$ cat src/hdl/bce_pkg.sv
// Package for the Bezier curve evaluator: sizes, field types, register indexes,
// command codes and the control structs shared between the block's modules.
// No dependencies.
package bce_pkg;

    // Curve limits.
    localparam int MAX_ORDER = 7;
    localparam int MAX_DIMS  = 4;
    localparam int NPTS      = MAX_ORDER + 1;
    localparam int DEPTH     = NPTS * MAX_DIMS;

    // Index widths.
    localparam int PT_W      = $clog2(NPTS);
    localparam int AX_W      = (MAX_DIMS > 1) ? $clog2(MAX_DIMS) : 1;
    localparam int ADDR_W    = $clog2(DEPTH);
    localparam int CNT_W     = 3;

    // Fixed-point formats.
    localparam int COORD_W   = 32;
    localparam int PARAM_W   = 18;
    localparam int U_W       = 17;
    localparam logic [U_W-1:0] U_ONE = 17'h10000;

    // Configuration port.
    localparam int CFG_IDX_W = 2;
    localparam int CFG_DAT_W = 3;
    localparam logic [CFG_IDX_W-1:0] REG_CURVE_ORDER = 2'd0;
    localparam logic [CFG_IDX_W-1:0] REG_DIMS_IN_USE = 2'd1;
    localparam logic [CNT_W-1:0] CURVE_ORDER_RST = 3'd0;
    localparam logic [CNT_W-1:0] DIMS_IN_USE_RST = 3'd2;

    // Commands.
    localparam logic CMD_WRITE = 1'b0;
    localparam logic CMD_EVAL  = 1'b1;

    typedef logic signed [COORD_W-1:0] coord_t;
    typedef logic [PT_W-1:0]           pt_idx_t;
    typedef logic [AX_W-1:0]           ax_idx_t;
    typedef logic [ADDR_W-1:0]         st_addr_t;

    // Read pipeline tag: one per word read from a memory.
    typedef struct packed {
        logic    vld;
        logic    first;
        logic    src_store;
        pt_idx_t widx;
    } rd_ctl_t;

    // Interpolation unit tag: where its result goes in the work RAM.
    typedef struct packed {
        logic    vld;
        pt_idx_t widx;
    } lerp_ctl_t;

    // Control store address of one coordinate of one point.
    function automatic st_addr_t store_addr(input pt_idx_t pt, input ax_idx_t ax);
        return ADDR_W'(int'(pt) * MAX_DIMS + int'(ax));
    endfunction

endpackage

$ cat src/hdl/bce_if.sv
// Channel interfaces of the Bezier curve evaluator: command, result and
// configuration channels with valid/ready handshakes.
// Depends on bce_pkg.
interface bce_cmd_if;
    import bce_pkg::*;

    logic            valid;
    logic            ready;
    logic            command;
    pt_idx_t         point_index;
    logic [1:0]      axis_index;
    coord_t          write_value;
    logic signed [PARAM_W-1:0] param_u;

    modport source (output valid, command, point_index, axis_index, write_value, param_u,
                    input ready);
    modport sink   (input valid, command, point_index, axis_index, write_value, param_u,
                    output ready);
endinterface

interface bce_res_if;
    import bce_pkg::*;

    logic       valid;
    logic       ready;
    coord_t     point_value;
    logic [1:0] axis_out;
    logic       last;

    modport source (output valid, point_value, axis_out, last, input ready);
    modport sink   (input valid, point_value, axis_out, last, output ready);
endinterface

interface bce_cfg_if;
    import bce_pkg::*;

    logic                 valid;
    logic                 ready;
    logic [CFG_IDX_W-1:0] index;
    logic [CFG_DAT_W-1:0] data;

    modport source (output valid, index, data, input ready);
    modport sink   (input valid, index, data, output ready);
endinterface

$ cat src/hdl/bce_ctrl_store.sv
// Control point store: one synchronous memory word per point coordinate,
// with a valid bit per entry so that unwritten entries read as zero after reset.
// Depends on bce_pkg.
module bce_ctrl_store (
    input  logic              clk,
    input  logic              rst_n,
    input  logic              wr_en,
    input  bce_pkg::st_addr_t wr_addr,
    input  bce_pkg::coord_t   wr_data,
    input  bce_pkg::st_addr_t rd_addr,
    output bce_pkg::coord_t   rd_data
);
    import bce_pkg::*;

    coord_t             mem [DEPTH];
    logic [DEPTH-1:0]   valid_reg;
    coord_t             rd_data_reg;
    logic               rd_vld_reg;

    // Memory array: one write and one registered read per cycle.
    always_ff @(posedge clk)
    begin
        if (wr_en)
        begin
            mem[wr_addr] <= wr_data;
        end
        rd_data_reg <= mem[rd_addr];
    end

    // Entry valid bits, cleared at reset.
    always_ff @(posedge clk or negedge rst_n)
    begin
        if (!rst_n)
        begin
            valid_reg  <= '0;
            rd_vld_reg <= 1'b0;
        end
        else
        begin
            if (wr_en)
            begin
                valid_reg[wr_addr] <= 1'b1;
            end
            rd_vld_reg <= valid_reg[rd_addr];
        end
    end

    // An entry never written since reset reads as zero.
    assign rd_data = rd_vld_reg ? rd_data_reg : '0;

endmodule

$ cat src/hdl/bce_work_ram.sv
// Work RAM holding the intermediate points of one de Casteljau pass.
// One write and one registered read per cycle. Depends on bce_pkg.
module bce_work_ram (
    input  logic             clk,
    input  logic             wr_en,
    input  bce_pkg::pt_idx_t wr_addr,
    input  bce_pkg::coord_t  wr_data,
    input  bce_pkg::pt_idx_t rd_addr,
    output bce_pkg::coord_t  rd_data
);
    import bce_pkg::*;

    coord_t mem [NPTS];
    coord_t rd_data_reg;

    // Every entry is written by one pass before the next pass reads it.
    always_ff @(posedge clk)
    begin
        if (wr_en)
        begin
            mem[wr_addr] <= wr_data;
        end
        rd_data_reg <= mem[rd_addr];
    end

    assign rd_data = rd_data_reg;

endmodule

$ cat src/hdl/bce_lerp.sv
// Shared interpolation unit: a + floor(u*(b-a)/65536), which equals
// floor(((65536-u)*a + u*b)/65536). Multiply stage registered, add after it.
// Depends on bce_pkg.
module bce_lerp (
    input  logic                 clk,
    input  logic                 rst_n,
    input  bce_pkg::lerp_ctl_t   ctl_in,
    input  bce_pkg::coord_t      a,
    input  bce_pkg::coord_t      b,
    input  logic [bce_pkg::U_W-1:0] u,
    output bce_pkg::lerp_ctl_t   ctl_out,
    output bce_pkg::coord_t      result
);
    import bce_pkg::*;

    logic signed [COORD_W:0]          diff;
    logic signed [COORD_W+U_W+1:0]    prod_next;
    logic signed [COORD_W+U_W+1:0]    prod_reg;
    logic signed [COORD_W+U_W+1:0]    prod_shr;
    logic signed [COORD_W+1:0]        sum;
    coord_t                           base_reg;
    lerp_ctl_t                        ctl_reg;

    // Difference and product; u is never negative.
    assign diff      = {b[COORD_W-1], b} - {a[COORD_W-1], a};
    assign prod_next = $signed({1'b0, u}) * diff;

    always_ff @(posedge clk)
    begin
        prod_reg <= prod_next;
        base_reg <= a;
    end

    always_ff @(posedge clk or negedge rst_n)
    begin
        if (!rst_n)
        begin
            ctl_reg <= '0;
        end
        else
        begin
            ctl_reg <= ctl_in;
        end
    end

    // Floor shift and final add; the result lies between a and b.
    assign prod_shr = prod_reg >>> 16;
    assign sum      = {{2{base_reg[COORD_W-1]}}, base_reg} + prod_shr[COORD_W+1:0];
    assign result   = sum[COORD_W-1:0];
    assign ctl_out  = ctl_reg;

endmodule

$ cat src/hdl/bezier_curve_evaluator_top.sv
// Bezier curve evaluator top level: configuration registers, command decode,
// de Casteljau sequencer and result register. Depends on bce_pkg, bce_if,
// bce_ctrl_store, bce_work_ram and bce_lerp.
//
//   channel | dir | words carried
//   cmd     | in  | command, point_index, axis_index, write_value, param_u
//   res     | out | point_value, axis_out, last
//   cfg     | in  | index, data (curve_order = 0, dims_in_use = 1)
//
// A write word inside the order and dimension count goes into the store as it is accepted. An
// evaluate word is accepted and then, per dimension, runs one pass per level from the effective
// order (at least one) down to one: each pass streams its points from the store (first pass) or
// the work RAM, then waits for the multiply-add unit to write back.
// Reset clears the control store at once through per-entry valid bits.
// A result waits in its own register; the sequencer stalls only when the next one is done.
module bezier_curve_evaluator_top (
    input  logic      clk,
    input  logic      rst_n,
    bce_cmd_if.sink   cmd,
    bce_res_if.source res,
    bce_cfg_if.sink   cfg
);
    import bce_pkg::*;

    localparam logic [1:0] ST_IDLE  = 2'd0;
    localparam logic [1:0] ST_RUN   = 2'd1;
    localparam logic [1:0] ST_DRAIN = 2'd2;
    localparam logic [1:0] ST_OUT   = 2'd3;

    logic [1:0]      state_reg, state_next;
    ax_idx_t         dim_reg, dim_next;
    pt_idx_t         lev_reg, lev_next;
    pt_idx_t         rd_reg, rd_next;
    logic            drain_reg, drain_next;
    logic [U_W-1:0]  u_reg, u_next;
    logic [CNT_W-1:0] curve_order_reg, dims_in_use_reg;
    rd_ctl_t         rd1_reg, rd1_next;
    coord_t          a_reg;
    coord_t          last_result_reg;
    logic            out_valid_reg;
    coord_t          point_value_reg;
    ax_idx_t         axis_out_reg;
    logic            last_reg;

    pt_idx_t         eff_order;
    logic [CNT_W-1:0] eff_dims;
    pt_idx_t         top_lev;
    pt_idx_t         rd_pt;
    logic [U_W-1:0]  u_clamp;
    logic            cmd_acc;
    logic            st_wr_en;
    st_addr_t        st_rd_addr;
    coord_t          st_rd_data;
    coord_t          wk_rd_data;
    coord_t          b_data;
    lerp_ctl_t       lerp_in;
    lerp_ctl_t       lerp_out;
    coord_t          lerp_res;
    logic            out_load;

    // Configuration registers: the user writes only while idle; the block never enforces it.
    assign cfg.ready = 1'b1;

    always_ff @(posedge clk or negedge rst_n)
    begin
        if (!rst_n)
        begin
            curve_order_reg <= CURVE_ORDER_RST;
            dims_in_use_reg <= DIMS_IN_USE_RST;
        end
        else if (cfg.valid)
        begin
            case (cfg.index)
                REG_CURVE_ORDER: curve_order_reg <= cfg.data;
                REG_DIMS_IN_USE: dims_in_use_reg <= cfg.data;
                default:         ;
            endcase
        end
    end

    // Effective order and dimension count, clamped to what the store holds.
    assign eff_order = (int'(curve_order_reg) > MAX_ORDER) ? PT_W'(MAX_ORDER)
                                                           : PT_W'(curve_order_reg);
    assign eff_dims  = (int'(dims_in_use_reg) > MAX_DIMS) ? CNT_W'(MAX_DIMS)
                                                          : dims_in_use_reg;
    // Order zero runs as one pass that blends point 0 with itself.
    assign top_lev   = (eff_order == '0) ? PT_W'(1) : eff_order;

    // Parameter clamp to 0..1.0.
    always_comb
    begin
        if (cmd.param_u[PARAM_W-1])
        begin
            u_clamp = '0;
        end
        else if (cmd.param_u[U_W-1:0] > U_ONE)
        begin
            u_clamp = U_ONE;
        end
        else
        begin
            u_clamp = cmd.param_u[U_W-1:0];
        end
    end

    // Command decode: writes in range go straight into the store.
    assign cmd.ready = (state_reg == ST_IDLE);
    assign cmd_acc   = cmd.valid && cmd.ready;
    assign st_wr_en  = cmd_acc && (cmd.command == CMD_WRITE)
                       && (cmd.point_index <= eff_order)
                       && ({1'b0, cmd.axis_index} < eff_dims);

    // Read addresses: the first pass reads the store, later passes the work RAM.
    assign rd_pt      = (rd_reg > eff_order) ? eff_order : rd_reg;
    assign st_rd_addr = store_addr(rd_pt, dim_reg);

    bce_ctrl_store u_store (
        .clk     (clk),
        .rst_n   (rst_n),
        .wr_en   (st_wr_en),
        .wr_addr (store_addr(cmd.point_index, ax_idx_t'(cmd.axis_index))),
        .wr_data (cmd.write_value),
        .rd_addr (st_rd_addr),
        .rd_data (st_rd_data)
    );

    bce_work_ram u_work (
        .clk     (clk),
        .wr_en   (lerp_out.vld),
        .wr_addr (lerp_out.widx),
        .wr_data (lerp_res),
        .rd_addr (rd_reg),
        .rd_data (wk_rd_data)
    );

    // Read data stage: the first word of a pass only primes the left operand.
    assign b_data       = rd1_reg.src_store ? st_rd_data : wk_rd_data;
    assign lerp_in.vld  = rd1_reg.vld && !rd1_reg.first;
    assign lerp_in.widx = rd1_reg.widx;

    always_ff @(posedge clk)
    begin
        if (rd1_reg.vld)
        begin
            a_reg <= b_data;
        end
        if (lerp_out.vld)
        begin
            last_result_reg <= lerp_res;
        end
    end

    bce_lerp u_lerp (
        .clk     (clk),
        .rst_n   (rst_n),
        .ctl_in  (lerp_in),
        .a       (a_reg),
        .b       (b_data),
        .u       (u_reg),
        .ctl_out (lerp_out),
        .result  (lerp_res)
    );

    // Read tag for the word requested this cycle.
    always_comb
    begin
        rd1_next.vld       = (state_reg == ST_RUN);
        rd1_next.first     = (rd_reg == '0);
        rd1_next.src_store = (lev_reg == top_lev);
        rd1_next.widx      = rd_reg - PT_W'(1);
    end

    // Result register is free when empty or being taken this cycle.
    assign out_load = (state_reg == ST_OUT) && (!out_valid_reg || res.ready);

    // Sequencer: dimensions high to low, passes from top_lev down to one.
    always_comb
    begin
        state_next = state_reg;
        dim_next   = dim_reg;
        lev_next   = lev_reg;
        rd_next    = rd_reg;
        drain_next = drain_reg;
        u_next     = u_reg;
        case (state_reg)
            ST_IDLE:
            begin
                if (cmd_acc && (cmd.command == CMD_EVAL) && (eff_dims != '0))
                begin
                    state_next = ST_RUN;
                    dim_next   = AX_W'(eff_dims - CNT_W'(1));
                    lev_next   = top_lev;
                    rd_next    = '0;
                    u_next     = u_clamp;
                end
            end
            ST_RUN:
            begin
                if (rd_reg == lev_reg)
                begin
                    state_next = ST_DRAIN;
                    drain_next = 1'b0;
                end
                else
                begin
                    rd_next = rd_reg + PT_W'(1);
                end
            end
            ST_DRAIN:
            begin
                if (!drain_reg)
                begin
                    drain_next = 1'b1;
                end
                else if (lev_reg == PT_W'(1))
                begin
                    state_next = ST_OUT;
                end
                else
                begin
                    state_next = ST_RUN;
                    lev_next   = lev_reg - PT_W'(1);
                    rd_next    = '0;
                end
            end
            ST_OUT:
            begin
                if (out_load)
                begin
                    if (dim_reg == '0)
                    begin
                        state_next = ST_IDLE;
                    end
                    else
                    begin
                        state_next = ST_RUN;
                        dim_next   = dim_reg - AX_W'(1);
                        lev_next   = top_lev;
                        rd_next    = '0;
                    end
                end
            end
            default:
            begin
                state_next = ST_IDLE;
            end
        endcase
    end

    always_ff @(posedge clk or negedge rst_n)
    begin
        if (!rst_n)
        begin
            state_reg <= ST_IDLE;
            dim_reg   <= '0;
            lev_reg   <= '0;
            rd_reg    <= '0;
            drain_reg <= 1'b0;
            u_reg     <= '0;
            rd1_reg   <= '0;
        end
        else
        begin
            state_reg <= state_next;
            dim_reg   <= dim_next;
            lev_reg   <= lev_next;
            rd_reg    <= rd_next;
            drain_reg <= drain_next;
            u_reg     <= u_next;
            rd1_reg   <= rd1_next;
        end
    end

    // Result register.
    always_ff @(posedge clk or negedge rst_n)
    begin
        if (!rst_n)
        begin
            out_valid_reg <= 1'b0;
        end
        else if (out_load)
        begin
            out_valid_reg <= 1'b1;
        end
        else if (res.ready)
        begin
            out_valid_reg <= 1'b0;
        end
    end

    always_ff @(posedge clk)
    begin
        if (out_load)
        begin
            point_value_reg <= last_result_reg;
            axis_out_reg    <= dim_reg;
            last_reg        <= (dim_reg == '0);
        end
    end

    assign res.valid       = out_valid_reg;
    assign res.point_value = point_value_reg;
    assign res.axis_out    = 2'(axis_out_reg);
    assign res.last        = last_reg;

endmodule

$ cat src/flat_wrapper.sv
// flat-port wrapper written by rule: the top's interface ports become plain ports
module bezier_curve_evaluator_top_flat import bce_pkg::*;
  (clk, rst_n, cmd_valid, cmd_command, cmd_point_index, cmd_axis_index, cmd_write_value, cmd_param_u, cmd_ready, res_valid, res_point_value, res_axis_out, res_last, res_ready, cfg_valid, cfg_index, cfg_data, cfg_ready);
  bce_cmd_if cmd_i ();
  bce_res_if res_i ();
  bce_cfg_if cfg_i ();
  input  logic clk;
  input  logic rst_n;
  input wire logic [$bits(cmd_i.valid)-1:0] cmd_valid;
  input wire logic [$bits(cmd_i.command)-1:0] cmd_command;
  input wire logic [$bits(cmd_i.point_index)-1:0] cmd_point_index;
  input wire logic [$bits(cmd_i.axis_index)-1:0] cmd_axis_index;
  input wire logic [$bits(cmd_i.write_value)-1:0] cmd_write_value;
  input wire logic [$bits(cmd_i.param_u)-1:0] cmd_param_u;
  output wire logic [$bits(cmd_i.ready)-1:0] cmd_ready;
  output wire logic [$bits(res_i.valid)-1:0] res_valid;
  output wire logic [$bits(res_i.point_value)-1:0] res_point_value;
  output wire logic [$bits(res_i.axis_out)-1:0] res_axis_out;
  output wire logic [$bits(res_i.last)-1:0] res_last;
  input wire logic [$bits(res_i.ready)-1:0] res_ready;
  input wire logic [$bits(cfg_i.valid)-1:0] cfg_valid;
  input wire logic [$bits(cfg_i.index)-1:0] cfg_index;
  input wire logic [$bits(cfg_i.data)-1:0] cfg_data;
  output wire logic [$bits(cfg_i.ready)-1:0] cfg_ready;
  assign cmd_i.valid = cmd_valid;
  assign cmd_i.command = cmd_command;
  assign cmd_i.point_index = cmd_point_index;
  assign cmd_i.axis_index = cmd_axis_index;
  assign cmd_i.write_value = cmd_write_value;
  assign cmd_i.param_u = cmd_param_u;
  assign cmd_ready = cmd_i.ready;
  assign res_valid = res_i.valid;
  assign res_point_value = res_i.point_value;
  assign res_axis_out = res_i.axis_out;
  assign res_last = res_i.last;
  assign res_i.ready = res_ready;
  assign cfg_i.valid = cfg_valid;
  assign cfg_i.index = cfg_index;
  assign cfg_i.data = cfg_data;
  assign cfg_ready = cfg_i.ready;
  bezier_curve_evaluator_top u_core (.clk(clk), .rst_n(rst_n), .cmd(cmd_i), .res(res_i), .cfg(cfg_i));
endmodule
$ cat config.mk
export PLATFORM = sky130hd
export DESIGN_NAME = bezier_curve_evaluator_top_flat
export DESIGN_NICKNAME = d
export VERILOG_FILES = /design/src/hdl/bce_pkg.sv /design/src/hdl/bce_if.sv /design/src/hdl/bce_ctrl_store.sv /design/src/hdl/bce_work_ram.sv /design/src/hdl/bce_lerp.sv /design/src/hdl/bezier_curve_evaluator_top.sv /design/src/flat_wrapper.sv
export SDC_FILE = /design/constraint.sdc
export NUM_CORES = 2
export LEC_CHECK = 0
export BUFFER_PORTS_ARGS = -buffer_cell sky130_fd_sc_hd__buf_2
export CAP_MARGIN = 40
export CORE_MARGIN = 4
export CORE_UTILIZATION = 35
export CTS_BUF_LIST = sky130_fd_sc_hd__clkbuf_8
export DETAILED_ROUTE_END_ITERATION = 10
export MAX_ROUTING_LAYER = met4
export PLACE_DENSITY = 0.53
export SETUP_SLACK_MARGIN = 0.05
export SLEW_MARGIN = 20
export SYNTH_ARGS = -nofsm -noshare
export SYNTH_HDL_FRONTEND = slang
export SYNTH_HIERARCHICAL = 1
export SYNTH_SLANG_ARGS = --single-unit
$ cat constraint.sdc
create_clock -name clk -period 19.1 [get_ports clk]
set_input_delay 1.91 -clock clk [delete_from_list [all_inputs] [get_ports clk]]
set_output_delay 1.91 -clock clk [all_outputs]
set_load 0.05 [all_outputs]
==> results.json <==
{
  "status": "finished, final reports clean",
  "synth_enable_flop_cells": 1379,
  "ys_top_cells_by_count": "edfxtp_1 (1,379), inv_1 (672), mux2i_1 (530)",
  "grt_pass1_vias": 48900,
  "reg_top3": "u_core/u_store/mem x1024, u_core/u_work/mem x256",
  "cpPeakStageDelay_ps": 550,
  "crit_path_end_kind": "flip-flop",
  "clockRootBuffer": "clkbuf_8",
  "setup_viol": 0,
  "finalInstanceArea_sq_um": 90800,
  "cts_hold_buffers": 0,
  "syn_area_sq_um": 80900,
  "drtPass1Iterations": 5,
  "die_h_um": 489,
  "drive_gt1_share_pct": 13.1,
  "yosysMostFrequentCell": "edfxtp_1",
  "yosysSeqAreaShare_pct": 56.7,
  "timing.fmax_mhz": 103,
  "slew_headroom_pct": 42.1,
  "crit_type": "reg2reg",
  "avgSynthCellArea_sq_um": 14.1,
  "cts_resized": 0,
  "syn2layout_area_growth_pct": 12.1,
  "max_flop_register": "u_core/u_store/mem",
  "final.setup_skew_ps": 84.3,
  "ios": 104,
  "cts_tree": "done",
  "wl_met1_mm": 94.0,
  "tns_ps": 0,
  "timing.final.crit_share_pct": 50.8,
  "post-route-min-period_ps": 9710,
  "wl_per_cell_um": 23.1,
  "grt_max_degree": 81,
  "cts.sinks": 1585,
  "final_nets": 6805,
  "synthArstFlopShare_pct": 4.92,
  "yosysUniqueCellTypes": 93,
  "die_w_um": 489,
  "first_iter_violations": 3197,
  "rsz0062_at_grt": "no",
  "crit_fanout": 32,
  "top_layer": "met4",
  "placed_area_sq_um": 85500,
  "postRouteAntennaNets": 0,
  "synth_cells": 5743,
  "vias_per_cell": 5.01,
  "clock_path_buffers": 4,
  "num-fill-cells": 21500,
  "ys.flop_type": "edfxtp_1",
  "track_usage_pct": 18.5,
  "largest_reg_flops": 1024,
  "yosysWarnings": 6,
  "die-area_sq_um": 239000,
  "drcViolationCount": 0,
  "numCtsBuffers": 287,
  "drv_slew": 0,
  "place_congestion": 0.819,
  "clk_pin_slew_ps": 60,
  "place_hpwl_mm": 131,
  "arrival_ps": 10530,
  "synthTopCellsByArea": "edfxtp_1 (51%), fa_1 (13%), mux2i_1 (6.6%), dfxtp_1 (3.2%), inv_1 (3.1%)",
  "synth_top_area_share_pct": 51.2,
  "yosysTopAreaCell": "edfxtp_1",
  "start_kind": "flip-flop",
  "vias": 46400,
  "overflow": 0,
  "drv_cap": 0,
  "hp-class": "reg2reg",
  "cts_max_level": 5,
  "wl_met3_mm": 10.2,
  "grt_pass1_wl_mm": 320,
  "initial_core_util_pct": 35.2,
  "worstMarginPinSlew_ps": 869,
  "antenna_found_initial": 23,
  "synth-seq-cells": 1585,
  "syn_nets": 6515,
  "num_rows": 176,
  "wl_met2_mm": 104,
  "io_buffers": 102,
  "cpMostUsedCell": "fa_1",
  "worstPathRequired_ps": 19920,
  "wl_mm": 214,
  "post_cts_buffers": 0,
  "clk_latency_ps": 1020,
  "hold_viol": 0,
  "critPathSlowestCell": "fa_1",
  "core_sq_um": 230000
}
-- logic make-up after synthesis --
family	Yosys count	share of synthesized area, %
flip-flops	1585	56.7
AND/OR/NAND/NOR	1176	7.24
buffers and inverters	931	4.86
adder cells (fa/ha/maj)	706	15.7
multiplexers	665	9.51
AO/OA/AOI/OAI	579	4.83
XOR/XNOR	100	1.11
other	1	0.00463
-- cell type report --
type,instances,area (sq um),share of cell area (%)
clock buffers,314,4320,4.76
inverters,672,2520,2.78
well taps,3026,3790,4.17
multi-input cells,3227,31500,34.7
repair buffers,260,1930,2.13
clock inverters,161,717,0.790
diodes,21,52.6,0.0579
flip-flops and latches,1585,46000,50.6
-- path summary, 6_finish.rpt --
check	startpoint	endpoint	slack, ps	cells past startpoint
max	u_core/rd1_reg[3]	u_core/u_lerp/prod_reg[47]	9390	33
min	u_core/lerp_in[0]	u_core/u_lerp/ctl_out[0]	350	0
max reg2reg	u_core/rd1_reg[3]	u_core/u_lerp/prod_reg[47]	9390	33
min reg2reg	u_core/lerp_in[0]	u_core/u_lerp/ctl_out[0]	350	0
max in group asynchronous	rst_n	u_core/dim_reg[1]	17180	3
min in group asynchronous	rst_n	u_core/u_reg[8]	850	1
-- routing by layer --
| metal | vias up | track usage, % |
|---|---|---|
| met3 | 340 | 2.87 |
| met4 | 0 | 5.15 |
| met1 | 24200 | 24.1 |
| li1 | 20700 | - |
| met2 | 1129 | 30.1 |
| met5 | - | - |
-- per-stage QoR --
stage | std cells | setup WS (ps) | hold WS [ps] | utilization [%]
floorplan | 5743 | 10190 | 331 | -
global placement | 8737 | 9290 | 336 | 37.0
detailed placement | 8760 | 9400 | 336 | 37.2
CTS | 9235 | 9370 | 354 | 39.3
global route | 9263 | 8850 | 359 | 39.4
finish | 9266 | 9390 | 351 | 39.4
-- cells in the final DEF, fill, tap and decap left out, types with 47 or more instances in the layout --
cell | netlist | routed
edfxtp_1 | 1379 | 1379
inv_1 | 672 | 779
mux2i_1 | 530 | 530
fa_1 | 516 | 516
nand2_1 | 439 | 438
clkbuf_8 | 0 | 314
and2_1 | 302 | 301
ha_1 | 190 | 190
a21oi_1 | 173 | 173
buf_4 | 22 | 133
dfxtp_1 | 128 | 128
nand3_1 | 119 | 119
buf_2 | 45 | 104
a22oi_1 | 100 | 100
mux2_2 | 71 | 71
xnor2_1 | 71 | 69
a22o_1 | 67 | 67
dfrtp_1 | 77 | 61
nor2_1 | 98 | 59
o21ai_0 | 56 | 56
nor2b_1 | 56 | 53
a31oi_1 | 47 | 47
-- critical path, delay by kind of cell (launching register included) --
family	cells	cell delay (ps)
multiplexers	1	410
adder cells (fa/ha/maj)	9	3640
AND/OR/NAND/NOR	3	660
AO/OA/AOI/OAI	13	3410
buffers and inverters	6	900
flip-flops	1	320
XOR/XNOR	1	210
Power is not shown: default switching activity piles up to over one toggle a cycle in this logic, so the estimate is an artifact.
